File: src/hri_pkg.sv
package hri_pkg;

   // Field widths fixed by the interface
   localparam int BASE_W  = 9;
   localparam int Q32_W   = 32;
   localparam int Q16_W   = 16;
   localparam int Q8_W    = 8;

   // Base register
   localparam logic [BASE_W-1:0] BASE_RESET = 9'd2;
   localparam logic [BASE_W-1:0] BASE_MIN   = 9'd2;

   // Restoring steps of the digit divider done in one cycle
   localparam int DIV_STEPS = 4;

   // Parameter defaults
   localparam int INDEX_WIDTH_DEF   = 32;
   localparam int FRACTION_BITS_DEF = 32;

   typedef enum logic [2:0] {
      ST_IDLE,
      ST_DIVIDE,
      ST_ACCUM,
      ST_FRACT,
      ST_OUTPUT
   } state_type;

   typedef struct packed {
      logic load;
      logic div_step;
      logic accum;
      logic frac_step;
   } hri_cmd_type;

   typedef struct packed {
      logic quot_zero;
   } hri_status_type;

endpackage

File: src/halton_radical_inverse.sv
// Channel   Direction  Handshake               Payload
// req_      in         req_valid / req_stall   req_sample_index
// rsp_      out        rsp_valid / rsp_stall   rsp_fraction_q32/_q16/_q8, rsp_upper_half
// csr_      in         csr_write_enable        csr_write_data (base)
//
// An item is loaded, then for each base digit of the index (at least one) the divider
// runs its restoring steps and the digit is accumulated; Q = max(FRACTION_BITS,16)
// fraction steps follow, then the result waits in the output step for a free slot.
// Reset is synchronous, active high, and clears the controller, the result valid
// and the base register (to two). A stalled result holds in the output register;
// the next item is taken meanwhile and waits in its last step until the slot frees.
module halton_radical_inverse
   import hri_pkg::*;
#(
   parameter int INDEX_WIDTH   = INDEX_WIDTH_DEF,
   parameter int FRACTION_BITS = FRACTION_BITS_DEF
) (
   input  logic                   clock,
   input  logic                   reset,
   input  logic                   req_valid,
   output logic                   req_stall,
   input  logic [INDEX_WIDTH-1:0] req_sample_index,
   output logic                   rsp_valid,
   input  logic                   rsp_stall,
   output logic [Q32_W-1:0]       rsp_fraction_q32,
   output logic [Q16_W-1:0]       rsp_fraction_q16,
   output logic [Q8_W-1:0]        rsp_fraction_q8,
   output logic                   rsp_upper_half,
   input  logic                   csr_write_enable,
   input  logic [BASE_W-1:0]      csr_write_data
);

   localparam int QBITS = (FRACTION_BITS > Q16_W) ? FRACTION_BITS : Q16_W;

   hri_cmd_type    cmd;
   hri_status_type status;
   logic           busy;
   logic           out_load;
   logic           out_free;
   logic [QBITS-1:0] quotient;

   logic [BASE_W-1:0] base_ff, base_in;
   logic [BASE_W-1:0] base_eff;

   logic              rsp_valid_ff, rsp_valid_in;
   logic [Q32_W-1:0]  q32_ff, q32_in;
   logic [Q16_W-1:0]  q16_ff, q16_in;
   logic [Q8_W-1:0]   q8_ff, q8_in;
   logic              half_ff, half_in;
   logic [63:0]       frac_ext;

   // Base register; radices below two act as two
   assign base_in  = csr_write_enable ? csr_write_data : base_ff;
   assign base_eff = (base_ff < BASE_MIN) ? BASE_MIN : base_ff;

   hri_ctrl #(
      .INDEX_WIDTH   (INDEX_WIDTH),
      .FRACTION_BITS (FRACTION_BITS)
   ) u_ctrl (
      .clock     (clock),
      .reset     (reset),
      .req_valid (req_valid),
      .out_free  (out_free),
      .status    (status),
      .cmd       (cmd),
      .busy      (busy),
      .out_load  (out_load)
   );

   hri_datapath #(
      .INDEX_WIDTH   (INDEX_WIDTH),
      .FRACTION_BITS (FRACTION_BITS)
   ) u_datapath (
      .clock        (clock),
      .cmd          (cmd),
      .sample_index (req_sample_index),
      .base         (base_eff),
      .status       (status),
      .quotient     (quotient)
   );

   // Take a new item only while the controller is idle
   assign req_stall = busy;

   // The output slot is free when empty or when its transfer completes now
   assign out_free = !rsp_valid_ff || !rsp_stall;

   // Slice the quotient: the top FRACTION_BITS bits, then the 16/8/1-bit views
   assign frac_ext = 64'(quotient[QBITS-1 -: FRACTION_BITS]);
   assign q32_in   = out_load ? frac_ext[Q32_W-1:0] : q32_ff;
   assign q16_in   = out_load ? quotient[QBITS-1 -: Q16_W] : q16_ff;
   assign q8_in    = out_load ? quotient[QBITS-1 -: Q8_W] : q8_ff;
   assign half_in  = out_load ? quotient[QBITS-1] : half_ff;

   always_comb begin
      rsp_valid_in = rsp_valid_ff;
      if (out_load) begin
         rsp_valid_in = 1'b1;
      end else if (!rsp_stall) begin
         rsp_valid_in = 1'b0;
      end
   end

   always_ff @(posedge clock) begin
      if (reset) begin
         base_ff      <= BASE_RESET;
         rsp_valid_ff <= 1'b0;
      end else begin
         base_ff      <= base_in;
         rsp_valid_ff <= rsp_valid_in;
      end
   end

   always_ff @(posedge clock) begin
      q32_ff  <= q32_in;
      q16_ff  <= q16_in;
      q8_ff   <= q8_in;
      half_ff <= half_in;
   end

   assign rsp_valid        = rsp_valid_ff;
   assign rsp_fraction_q32 = q32_ff;
   assign rsp_fraction_q16 = q16_ff;
   assign rsp_fraction_q8  = q8_ff;
   assign rsp_upper_half   = half_ff;

   // An accepted item keeps the block busy in the following cycle
   a_busy_after_accept: assert property (@(posedge clock) disable iff (reset)
      (req_valid && !req_stall) |=> req_stall)
      else $error("input taken but block not busy next cycle");

   // Never overwrite a result still waiting to be taken
   a_no_overwrite: assert property (@(posedge clock) disable iff (reset)
      out_load |-> out_free)
      else $error("result loaded over a stalled result");

   // The narrow views agree with one another
   a_views_agree: assert property (@(posedge clock) disable iff (reset)
      rsp_valid |-> (rsp_fraction_q8 == rsp_fraction_q16[Q16_W-1 -: Q8_W]) &&
                    (rsp_upper_half == rsp_fraction_q8[Q8_W-1]))
      else $error("result views disagree");

endmodule

File: src/hri_datapath.sv
module hri_datapath
   import hri_pkg::*;
#(
   parameter int INDEX_WIDTH   = INDEX_WIDTH_DEF,
   parameter int FRACTION_BITS = FRACTION_BITS_DEF
) (
   input  logic                     clock,
   input  hri_cmd_type              cmd,
   input  logic [INDEX_WIDTH-1:0]   sample_index,
   input  logic [BASE_W-1:0]        base,
   output hri_status_type           status,
   output logic [((FRACTION_BITS > Q16_W) ? FRACTION_BITS : Q16_W)-1:0] quotient
);

   localparam int QBITS   = (FRACTION_BITS > Q16_W) ? FRACTION_BITS : Q16_W;
   localparam int DIV_CYC = (INDEX_WIDTH + DIV_STEPS - 1) / DIV_STEPS;
   localparam int DIV_W   = DIV_CYC * DIV_STEPS;
   localparam int NUM_W   = INDEX_WIDTH + BASE_W;

   logic [DIV_W-1:0]  quot_ff, quot_in;
   logic [BASE_W-1:0] rem_ff, rem_in;
   logic [NUM_W-1:0]  num_ff, num_in;
   logic [NUM_W-1:0]  den_ff, den_in;
   logic [QBITS-1:0]  q_ff, q_in;

   logic [DIV_W-1:0]        div_quot;
   logic [BASE_W-1:0]       div_rem;
   logic [NUM_W+BASE_W-1:0] num_prod;
   logic [NUM_W+BASE_W-1:0] den_prod;
   logic [NUM_W:0]          num_dbl;

   // Digit divider: DIV_STEPS restoring steps on the running index
   always_comb begin
      logic [BASE_W:0] trial;
      div_quot = quot_ff;
      div_rem  = rem_ff;
      for (int i = 0; i < DIV_STEPS; i++) begin
         trial    = {div_rem, div_quot[DIV_W-1]};
         div_quot = {div_quot[DIV_W-2:0], 1'b0};
         if (trial >= {1'b0, base}) begin
            div_rem     = BASE_W'(trial - {1'b0, base});
            div_quot[0] = 1'b1;
         end else begin
            div_rem = trial[BASE_W-1:0];
         end
      end
   end

   assign num_prod = num_ff * base;
   assign den_prod = den_ff * base;
   assign num_dbl  = {num_ff, 1'b0};

   always_comb begin
      quot_in = quot_ff;
      rem_in  = rem_ff;
      num_in  = num_ff;
      den_in  = den_ff;
      q_in    = q_ff;
      if (cmd.load) begin
         quot_in = DIV_W'(sample_index);
         rem_in  = '0;
         num_in  = '0;
         den_in  = NUM_W'(1);
         q_in    = '0;
      end else if (cmd.div_step) begin
         quot_in = div_quot;
         rem_in  = div_rem;
      end else if (cmd.accum) begin
         // Append the digit to the mirrored numerator, grow the denominator
         num_in = num_prod[NUM_W-1:0] + NUM_W'(rem_ff);
         den_in = den_prod[NUM_W-1:0];
         rem_in = '0;
      end else if (cmd.frac_step) begin
         if (num_dbl >= {1'b0, den_ff}) begin
            num_in = NUM_W'(num_dbl - {1'b0, den_ff});
            q_in   = {q_ff[QBITS-2:0], 1'b1};
         end else begin
            num_in = num_dbl[NUM_W-1:0];
            q_in   = {q_ff[QBITS-2:0], 1'b0};
         end
      end
   end

   always_ff @(posedge clock) begin
      quot_ff <= quot_in;
      rem_ff  <= rem_in;
      num_ff  <= num_in;
      den_ff  <= den_in;
      q_ff    <= q_in;
   end

   assign status.quot_zero = (quot_ff == '0);
   assign quotient         = q_ff;

endmodule

File: src/hri_ctrl.sv
module hri_ctrl
   import hri_pkg::*;
#(
   parameter int INDEX_WIDTH   = INDEX_WIDTH_DEF,
   parameter int FRACTION_BITS = FRACTION_BITS_DEF
) (
   input  logic           clock,
   input  logic           reset,
   input  logic           req_valid,
   input  logic           out_free,
   input  hri_status_type status,
   output hri_cmd_type    cmd,
   output logic           busy,
   output logic           out_load
);

   localparam int QBITS   = (FRACTION_BITS > Q16_W) ? FRACTION_BITS : Q16_W;
   localparam int DIV_CYC = (INDEX_WIDTH + DIV_STEPS - 1) / DIV_STEPS;
   localparam int CNT_MAX = (DIV_CYC > QBITS) ? DIV_CYC : QBITS;
   localparam int CNT_W   = $clog2(CNT_MAX);

   state_type        state_ff, state_in;
   logic [CNT_W-1:0] cnt_ff, cnt_in;

   // Next state and step counter
   always_comb begin
      state_in = state_ff;
      cnt_in   = cnt_ff;
      case (state_ff)
         ST_IDLE: begin
            if (req_valid) begin
               state_in = ST_DIVIDE;
               cnt_in   = CNT_W'(DIV_CYC - 1);
            end
         end
         ST_DIVIDE: begin
            if (cnt_ff == '0) begin
               state_in = ST_ACCUM;
            end else begin
               cnt_in = cnt_ff - 1'b1;
            end
         end
         ST_ACCUM: begin
            if (status.quot_zero) begin
               state_in = ST_FRACT;
               cnt_in   = CNT_W'(QBITS - 1);
            end else begin
               state_in = ST_DIVIDE;
               cnt_in   = CNT_W'(DIV_CYC - 1);
            end
         end
         ST_FRACT: begin
            if (cnt_ff == '0) begin
               state_in = ST_OUTPUT;
            end else begin
               cnt_in = cnt_ff - 1'b1;
            end
         end
         ST_OUTPUT: begin
            if (out_free) begin
               state_in = ST_IDLE;
            end
         end
         default: begin
            state_in = ST_IDLE;
         end
      endcase
   end

   // Commands
   always_comb begin
      cmd      = '0;
      busy     = 1'b1;
      out_load = 1'b0;
      case (state_ff)
         ST_IDLE: begin
            busy     = 1'b0;
            cmd.load = req_valid;
         end
         ST_DIVIDE: begin
            cmd.div_step = 1'b1;
         end
         ST_ACCUM: begin
            cmd.accum = 1'b1;
         end
         ST_FRACT: begin
            cmd.frac_step = 1'b1;
         end
         ST_OUTPUT: begin
            out_load = out_free;
         end
         default: begin
            busy = 1'b1;
         end
      endcase
   end

   always_ff @(posedge clock) begin
      if (reset) begin
         state_ff <= ST_IDLE;
         cnt_ff   <= '0;
      end else begin
         state_ff <= state_in;
         cnt_ff   <= cnt_in;
      end
   end

endmodule
File: config.mk
export PLATFORM = sky130hd
export DESIGN_NAME = halton_radical_inverse
export DESIGN_NICKNAME = d
export VERILOG_FILES = /design/src/hri_pkg.sv /design/src/halton_radical_inverse.sv /design/src/hri_datapath.sv /design/src/hri_ctrl.sv
export SDC_FILE = /design/constraint.sdc
export NUM_CORES = 2
export LEC_CHECK = 0
export ABC_AREA = 1
export BUFFER_PORTS_ARGS = -buffer_cell sky130_fd_sc_hd__buf_2
export CORE_MARGIN = 8
export CORE_UTILIZATION = 60
export DETAILED_ROUTE_END_ITERATION = 10
export PLACE_DENSITY_LB_ADDON = 0.08
export SLEW_MARGIN = 20
export SYNTH_ARGS = -nofsm -noshare
export SYNTH_HDL_FRONTEND = slang
export SYNTH_SLANG_ARGS = --single-unit
File: constraint.sdc
create_clock -name clock -period 8.9 [get_ports clock]
set_input_delay 1.78 -clock clock [delete_from_list [all_inputs] [get_ports clock]]
set_output_delay 1.78 -clock clock [all_outputs]
set_load 0.05 [all_outputs]
==> Implementation_results.wiki <==
{| class="wikitable"
! Metric !! Value
|-
| Result of the run || complete, no violations
|-
| Number of synthesized flops with an enable pin || between 60 and 70
|-
| Count of buffers inserted at the top-level ports || between 100 and 150
|-
| Routability congestion estimate || 0.985
|-
| Worst Tran Pin Value || approximately 1.1 ns
|-
| TritonCTS clock tree || done
|-
| Max Clock Freq || 127 MHz
|-
| Synthesized cell area || 0.0354 sq mm
|-
| Portion of the post-synthesis area used by sequential elements || 0.134
|-
| Setup ws final || ~1.0 ns
|-
| Number of global-route vias before repair || 32,305
|-
| Pre-CTS worst setup slack || a little under 1 ns
|-
| Sequential cell area in the final layout || between 0.004 and 0.005 sq mm
|-
| Warning count from the yosys run || 0
|-
| Routed via count || about 32,000
|-
| Setup repair after global routing missed its margin || false
|-
| HP Start || u_datapath.quotient[31]$_SDFFE_PP0P_
|-
| Area grow syn2layout || 4.66%
|-
| Sum of net half-perimeters after detailed placement || 82.4 mm
|-
| Syn Area/Cell || about 7.0 sq um
|-
| GR Overflow Total || 0
|-
| Number of rows created at floorplan || 89
|-
| Synth cell types || 57
|-
| Wirelength, routed || roughly 100 mm
|-
| Clock root cell || sky130_fd_sc_hd__clkbuf_16
|-
| Final cell area excluding filler cells || between 0.03 and 0.04 sq mm
|-
| Final Slew Violations || 0
|-
| DR pass1 iterations || 6
|-
| Data required time at the worst endpoint || 9.30 ns
|-
| Die Ht || about 260 um
|-
| Area occupied by multi-input gates || ~0.025 sq mm
|-
| Core Area || about 0.059 sq mm
|-
| CP startpoint kind || flip-flop
|-
| Max Fanout on Critical Path || 11
|-
| Count of routing violations after the opening detailed-route iteration || around 2,200
|-
| Number of nets in the finished design || between 5,000 and 6,000
|-
| Largest net degree at the start of global routing || 89
|-
| Total number of H-tree levels || 1
|-
| Proportion of layout cells with a drive suffix above 1 || 0.0512
|-
| Postcts setup bufs || 0
|-
| Buffer depth of the longest clock path || 3
|-
| Predominant post-synthesis flop cell || sky130_fd_sc_hd__dfxtp_1
|-
| Total negative slack || 0 ns
|-
| Crit Path Class || flip-flop to flip-flop
|-
| Initial antenna violation count || 8
|-
| Proportion of register bits with asynchronous set or reset after synthesis || 0
|-
| Global-route wire length before repair || approximately 170 mm
|-
| Period utilisation layout || 0.888
|-
| Number of fill cells || approximately 5,600
|-
| CTS hold repair buffers || 0
|-
| Final Hold Fails || 0
|-
| Met1 routing resource usage after global routing || 0.409
|-
| Worst-path cell with the longest stage delay || sky130_fd_sc_hd__a21boi_2
|-
| Count of maximum capacitance violations || 0
|-
| TritonCTS Buffers || 26
|-
| FF-to-FF setup slack || 1.0 ns
|-
| Die Area || between 0.06 and 0.07 sq mm
|-
| Instance count of the mapped netlist || ~5,100
|-
| Global Route Usage Sum || 0.314
|-
| Number of storage elements in the synthesis netlist || between 200 and 250
|-
| Class of the tightest hold or removal check || flip-flop to flip-flop
|-
| TritonCTS Sinks || just over 200
|-
| Syn Nets || between 5,000 and 6,000
|-
| Endpoint of the worst-slack reg-to-reg timing path || u_datapath.rem_ff[2]$_SDFFE_PP0P_
|-
| Number of design rule violations left after detail routing || 0
|-
| Destination of the worst hold path || rsp_fraction_q32[31]$_DFFE_PP_
|-
| Antenna Nets Post-Route || 0
|-
| Overall die width || around 260 um
|-
| Cell depth of the worst flop-to-flop path || 47
|-
| Number of cells upsized or downsized after cts || 0
|-
| Placement-stage cell area || 0.0361 sq mm
|-
| Number of ports placed on the die boundary || between 100 and 150
|-
| Mean number of vias per cell || between 5 and 6
|-
| Worst R2R Start || base_ff[6]$_SDFFE_PP0P_
|-
| Final setup violation count || 0
|-
| Met2 track utilization from global routing || 0.524
|-
| Initial core utilization || 0.604
|-
| Met3 capacity usage during global routing || 0.0486
|-
| Gr busiest metal || met2
|-
| Minimum period implied by the final worst setup slack || 7.90 ns
|-
| Endpoint kind of the worst setup timing path || flip-flop
|-
| Worst Skew || about 0.014 ns
|-
| Crit-path most repeated cell || sky130_fd_sc_hd__nand2_1
|-
| CP max stage delay || 0.52 ns
|-
| Insertion delay to the later sink of the worst-skew pair || approximately 0.57 ns
|-
| Worst slew margin relative to its limit || 0.297
|-
| Clock-pin slew of the registers on the worst-case setup and hold paths || roughly 0.06 ns
|-
| Worst Hold Depth || 0
|-
| Wirelength per Cell || approximately 18 um
|-
| Endpoint arrival time on the critical path || between 8 and 9 ns
|}
[state kept, by name, indices dropped and copies added, names as in the netlist]
register / flops
base_ff: 9
u_datapath.num_ff: 41
rsp_valid: 1
u_datapath.quot_ff: 32
u_datapath.quotient: 32
rsp_fraction_q32: 32
u_datapath.den_ff: 41
u_ctrl.state_ff: 3
u_datapath.rem_ff: 9
u_ctrl.cnt_ff: 5
[final cells by class]
type / count / area share
Tap cell: 773 / 0.0261
Multi-Input combinational cell: 3417 / 0.678
Clock buffer: 34 / 0.0203
Timing Repair Buffer: 134 / 0.0201
Inverter: 1214 / 0.123
Antenna cell: 2 / 0.000135
Sequential cell: 205 / 0.128
Clock inverter: 14 / 0.00466
[cell usage in the layout (no fill, tap or decap), types with 16 or more instances in the layout]
cell / instances
sky130_fd_sc_hd__clkbuf_16: 27
sky130_fd_sc_hd__o211ai_1: 40
sky130_fd_sc_hd__ha_1: 215
sky130_fd_sc_hd__a21o_1: 16
sky130_fd_sc_hd__edfxtp_1: 64
sky130_fd_sc_hd__inv_1: 1203
sky130_fd_sc_hd__buf_2: 104
sky130_fd_sc_hd__o21bai_1: 22
sky130_fd_sc_hd__a21oi_1: 296
sky130_fd_sc_hd__buf_4: 30
sky130_fd_sc_hd__nand2_1: 1387
sky130_fd_sc_hd__fa_1: 494
sky130_fd_sc_hd__nor3_1: 24
sky130_fd_sc_hd__xor2_1: 66
sky130_fd_sc_hd__nand3_1: 190
sky130_fd_sc_hd__o21ai_0: 176
sky130_fd_sc_hd__a31oi_1: 31
sky130_fd_sc_hd__nand4_1: 29
sky130_fd_sc_hd__xnor2_1: 43
sky130_fd_sc_hd__dfxtp_1: 134
sky130_fd_sc_hd__nor2_1: 271
[metal layers]
layer  vias to the layer above  routed length [um]
met2                      1234               48900
met3                       264                8320
met5                         -                  73
li1                      15052                   -
met4                        12                4380
met1                     14982               43200
[Yosys cell counts, types with 3 or more instances]
| cell type | number | area share |
|---|---|---|
| sky130_fd_sc_hd__inv_1 | 1203 | 0.13 |
| sky130_fd_sc_hd__nand3_1 | 190 | 0.027 |
| sky130_fd_sc_hd__or2_2 | 14 | 0.0025 |
| sky130_fd_sc_hd__nand3_2 | 5 | 0.0014 |
| sky130_fd_sc_hd__nor2_2 | 5 | 0.00088 |
| sky130_fd_sc_hd__nand2_2 | 8 | 0.0014 |
| sky130_fd_sc_hd__o21ai_1 | 12 | 0.0017 |
| sky130_fd_sc_hd__nand2_1 | 1390 | 0.15 |
| sky130_fd_sc_hd__a21oi_1 | 296 | 0.042 |
| sky130_fd_sc_hd__xor2_1 | 66 | 0.016 |
| sky130_fd_sc_hd__nor3_1 | 24 | 0.0034 |
| sky130_fd_sc_hd__o211ai_1 | 40 | 0.0085 |
| sky130_fd_sc_hd__nor2_1 | 273 | 0.029 |
| sky130_fd_sc_hd__buf_6 | 3 | 0.00095 |
| sky130_fd_sc_hd__o221ai_1 | 3 | 0.00074 |
| sky130_fd_sc_hd__clkbuf_1 | 159 | 0.017 |
| sky130_fd_sc_hd__a21boi_0 | 5 | 0.0011 |
| sky130_fd_sc_hd__inv_2 | 9 | 0.00095 |
| sky130_fd_sc_hd__edfxtp_1 | 64 | 0.054 |
| sky130_fd_sc_hd__a211oi_1 | 3 | 0.00064 |
| sky130_fd_sc_hd__nand4_1 | 29 | 0.0051 |
| sky130_fd_sc_hd__o21ai_0 | 176 | 0.025 |
| sky130_fd_sc_hd__fa_1 | 494 | 0.28 |
| sky130_fd_sc_hd__buf_1 | 32 | 0.0034 |
| sky130_fd_sc_hd__nand3_4 | 4 | 0.0020 |
| sky130_fd_sc_hd__ha_1 | 215 | 0.076 |
| sky130_fd_sc_hd__buf_4 | 32 | 0.0068 |
| sky130_fd_sc_hd__nand2_4 | 5 | 0.0016 |
| sky130_fd_sc_hd__a21o_1 | 16 | 0.0034 |
| sky130_fd_sc_hd__nor4_1 | 15 | 0.0026 |
| sky130_fd_sc_hd__a31oi_1 | 31 | 0.0055 |
| sky130_fd_sc_hd__xnor2_1 | 43 | 0.011 |
| sky130_fd_sc_hd__o21bai_1 | 22 | 0.0047 |
| sky130_fd_sc_hd__buf_2 | 8 | 0.0011 |
| sky130_fd_sc_hd__dfxtp_1 | 141 | 0.080 |
| sky130_fd_sc_hd__nand3b_1 | 7 | 0.0015 |
[stage by stage]
step / utilization / instances / hold WS, ns
4_1_cts: 0.632 / 5791 / 0.434
5_1_grt: 0.632 / 5792 / 0.436
6_report: 0.632 / 5793 / 0.433
2_1_floorplan: - / 5070 / 0.409
3_5_place_dp: 0.616 / 5743 / 0.425
3_3_place_gp: 0.616 / 5743 / 0.426
[cells by family after synthesis]
kind of cell	after synthesis	share of synthesized area
buffers and inverters	1448	0.158
AO/OA/AOI/OAI	619	0.0976
flip-flops	205	0.134
XOR/XNOR	109	0.0269
adder cells (fa/ha/maj)	709	0.355
AND/OR/NAND/NOR	1980	0.229
[worst max-delay path by stage]
stage	end	slack (ns)	cells after the start	start
global placement	u_datapath.rem_ff[2]$_SDFFE_PP0P_	1.08	47	base_ff[6]$_SDFFE_PP0P_
detailed placement	u_datapath.rem_ff[4]$_SDFFE_PP0P_	0.97	47	base_ff[6]$_SDFFE_PP0P_
floorplan	u_datapath.quot_ff[0]$_DFFE_PP_	1.77	47	base_ff[6]$_SDFFE_PP0P_
global route	u_datapath.rem_ff[7]$_SDFFE_PP0P_	0.21	50	base_ff[6]$_SDFFE_PP0P_
finish	u_datapath.rem_ff[2]$_SDFFE_PP0P_	1.0	47	base_ff[6]$_SDFFE_PP0P_
CTS	u_datapath.rem_ff[4]$_SDFFE_PP0P_	0.93	47	base_ff[6]$_SDFFE_PP0P_
[critical path: cells and delay by family, from the launching register on]
| kind | cells | cell delay, ns |
|---|---|---|
| adders and majority gates | 5 | 1.85 |
| buffers and inverters | 7 | 0.79 |
| DFF | 1 | 0.32 |
| AOI/OAI and AO/OA | 8 | 1.67 |
| and+or+nand+nor | 27 | 3.09 |
Power is not shown: default switching activity piles up to over one toggle a cycle in this logic, so the estimate is an artifact.
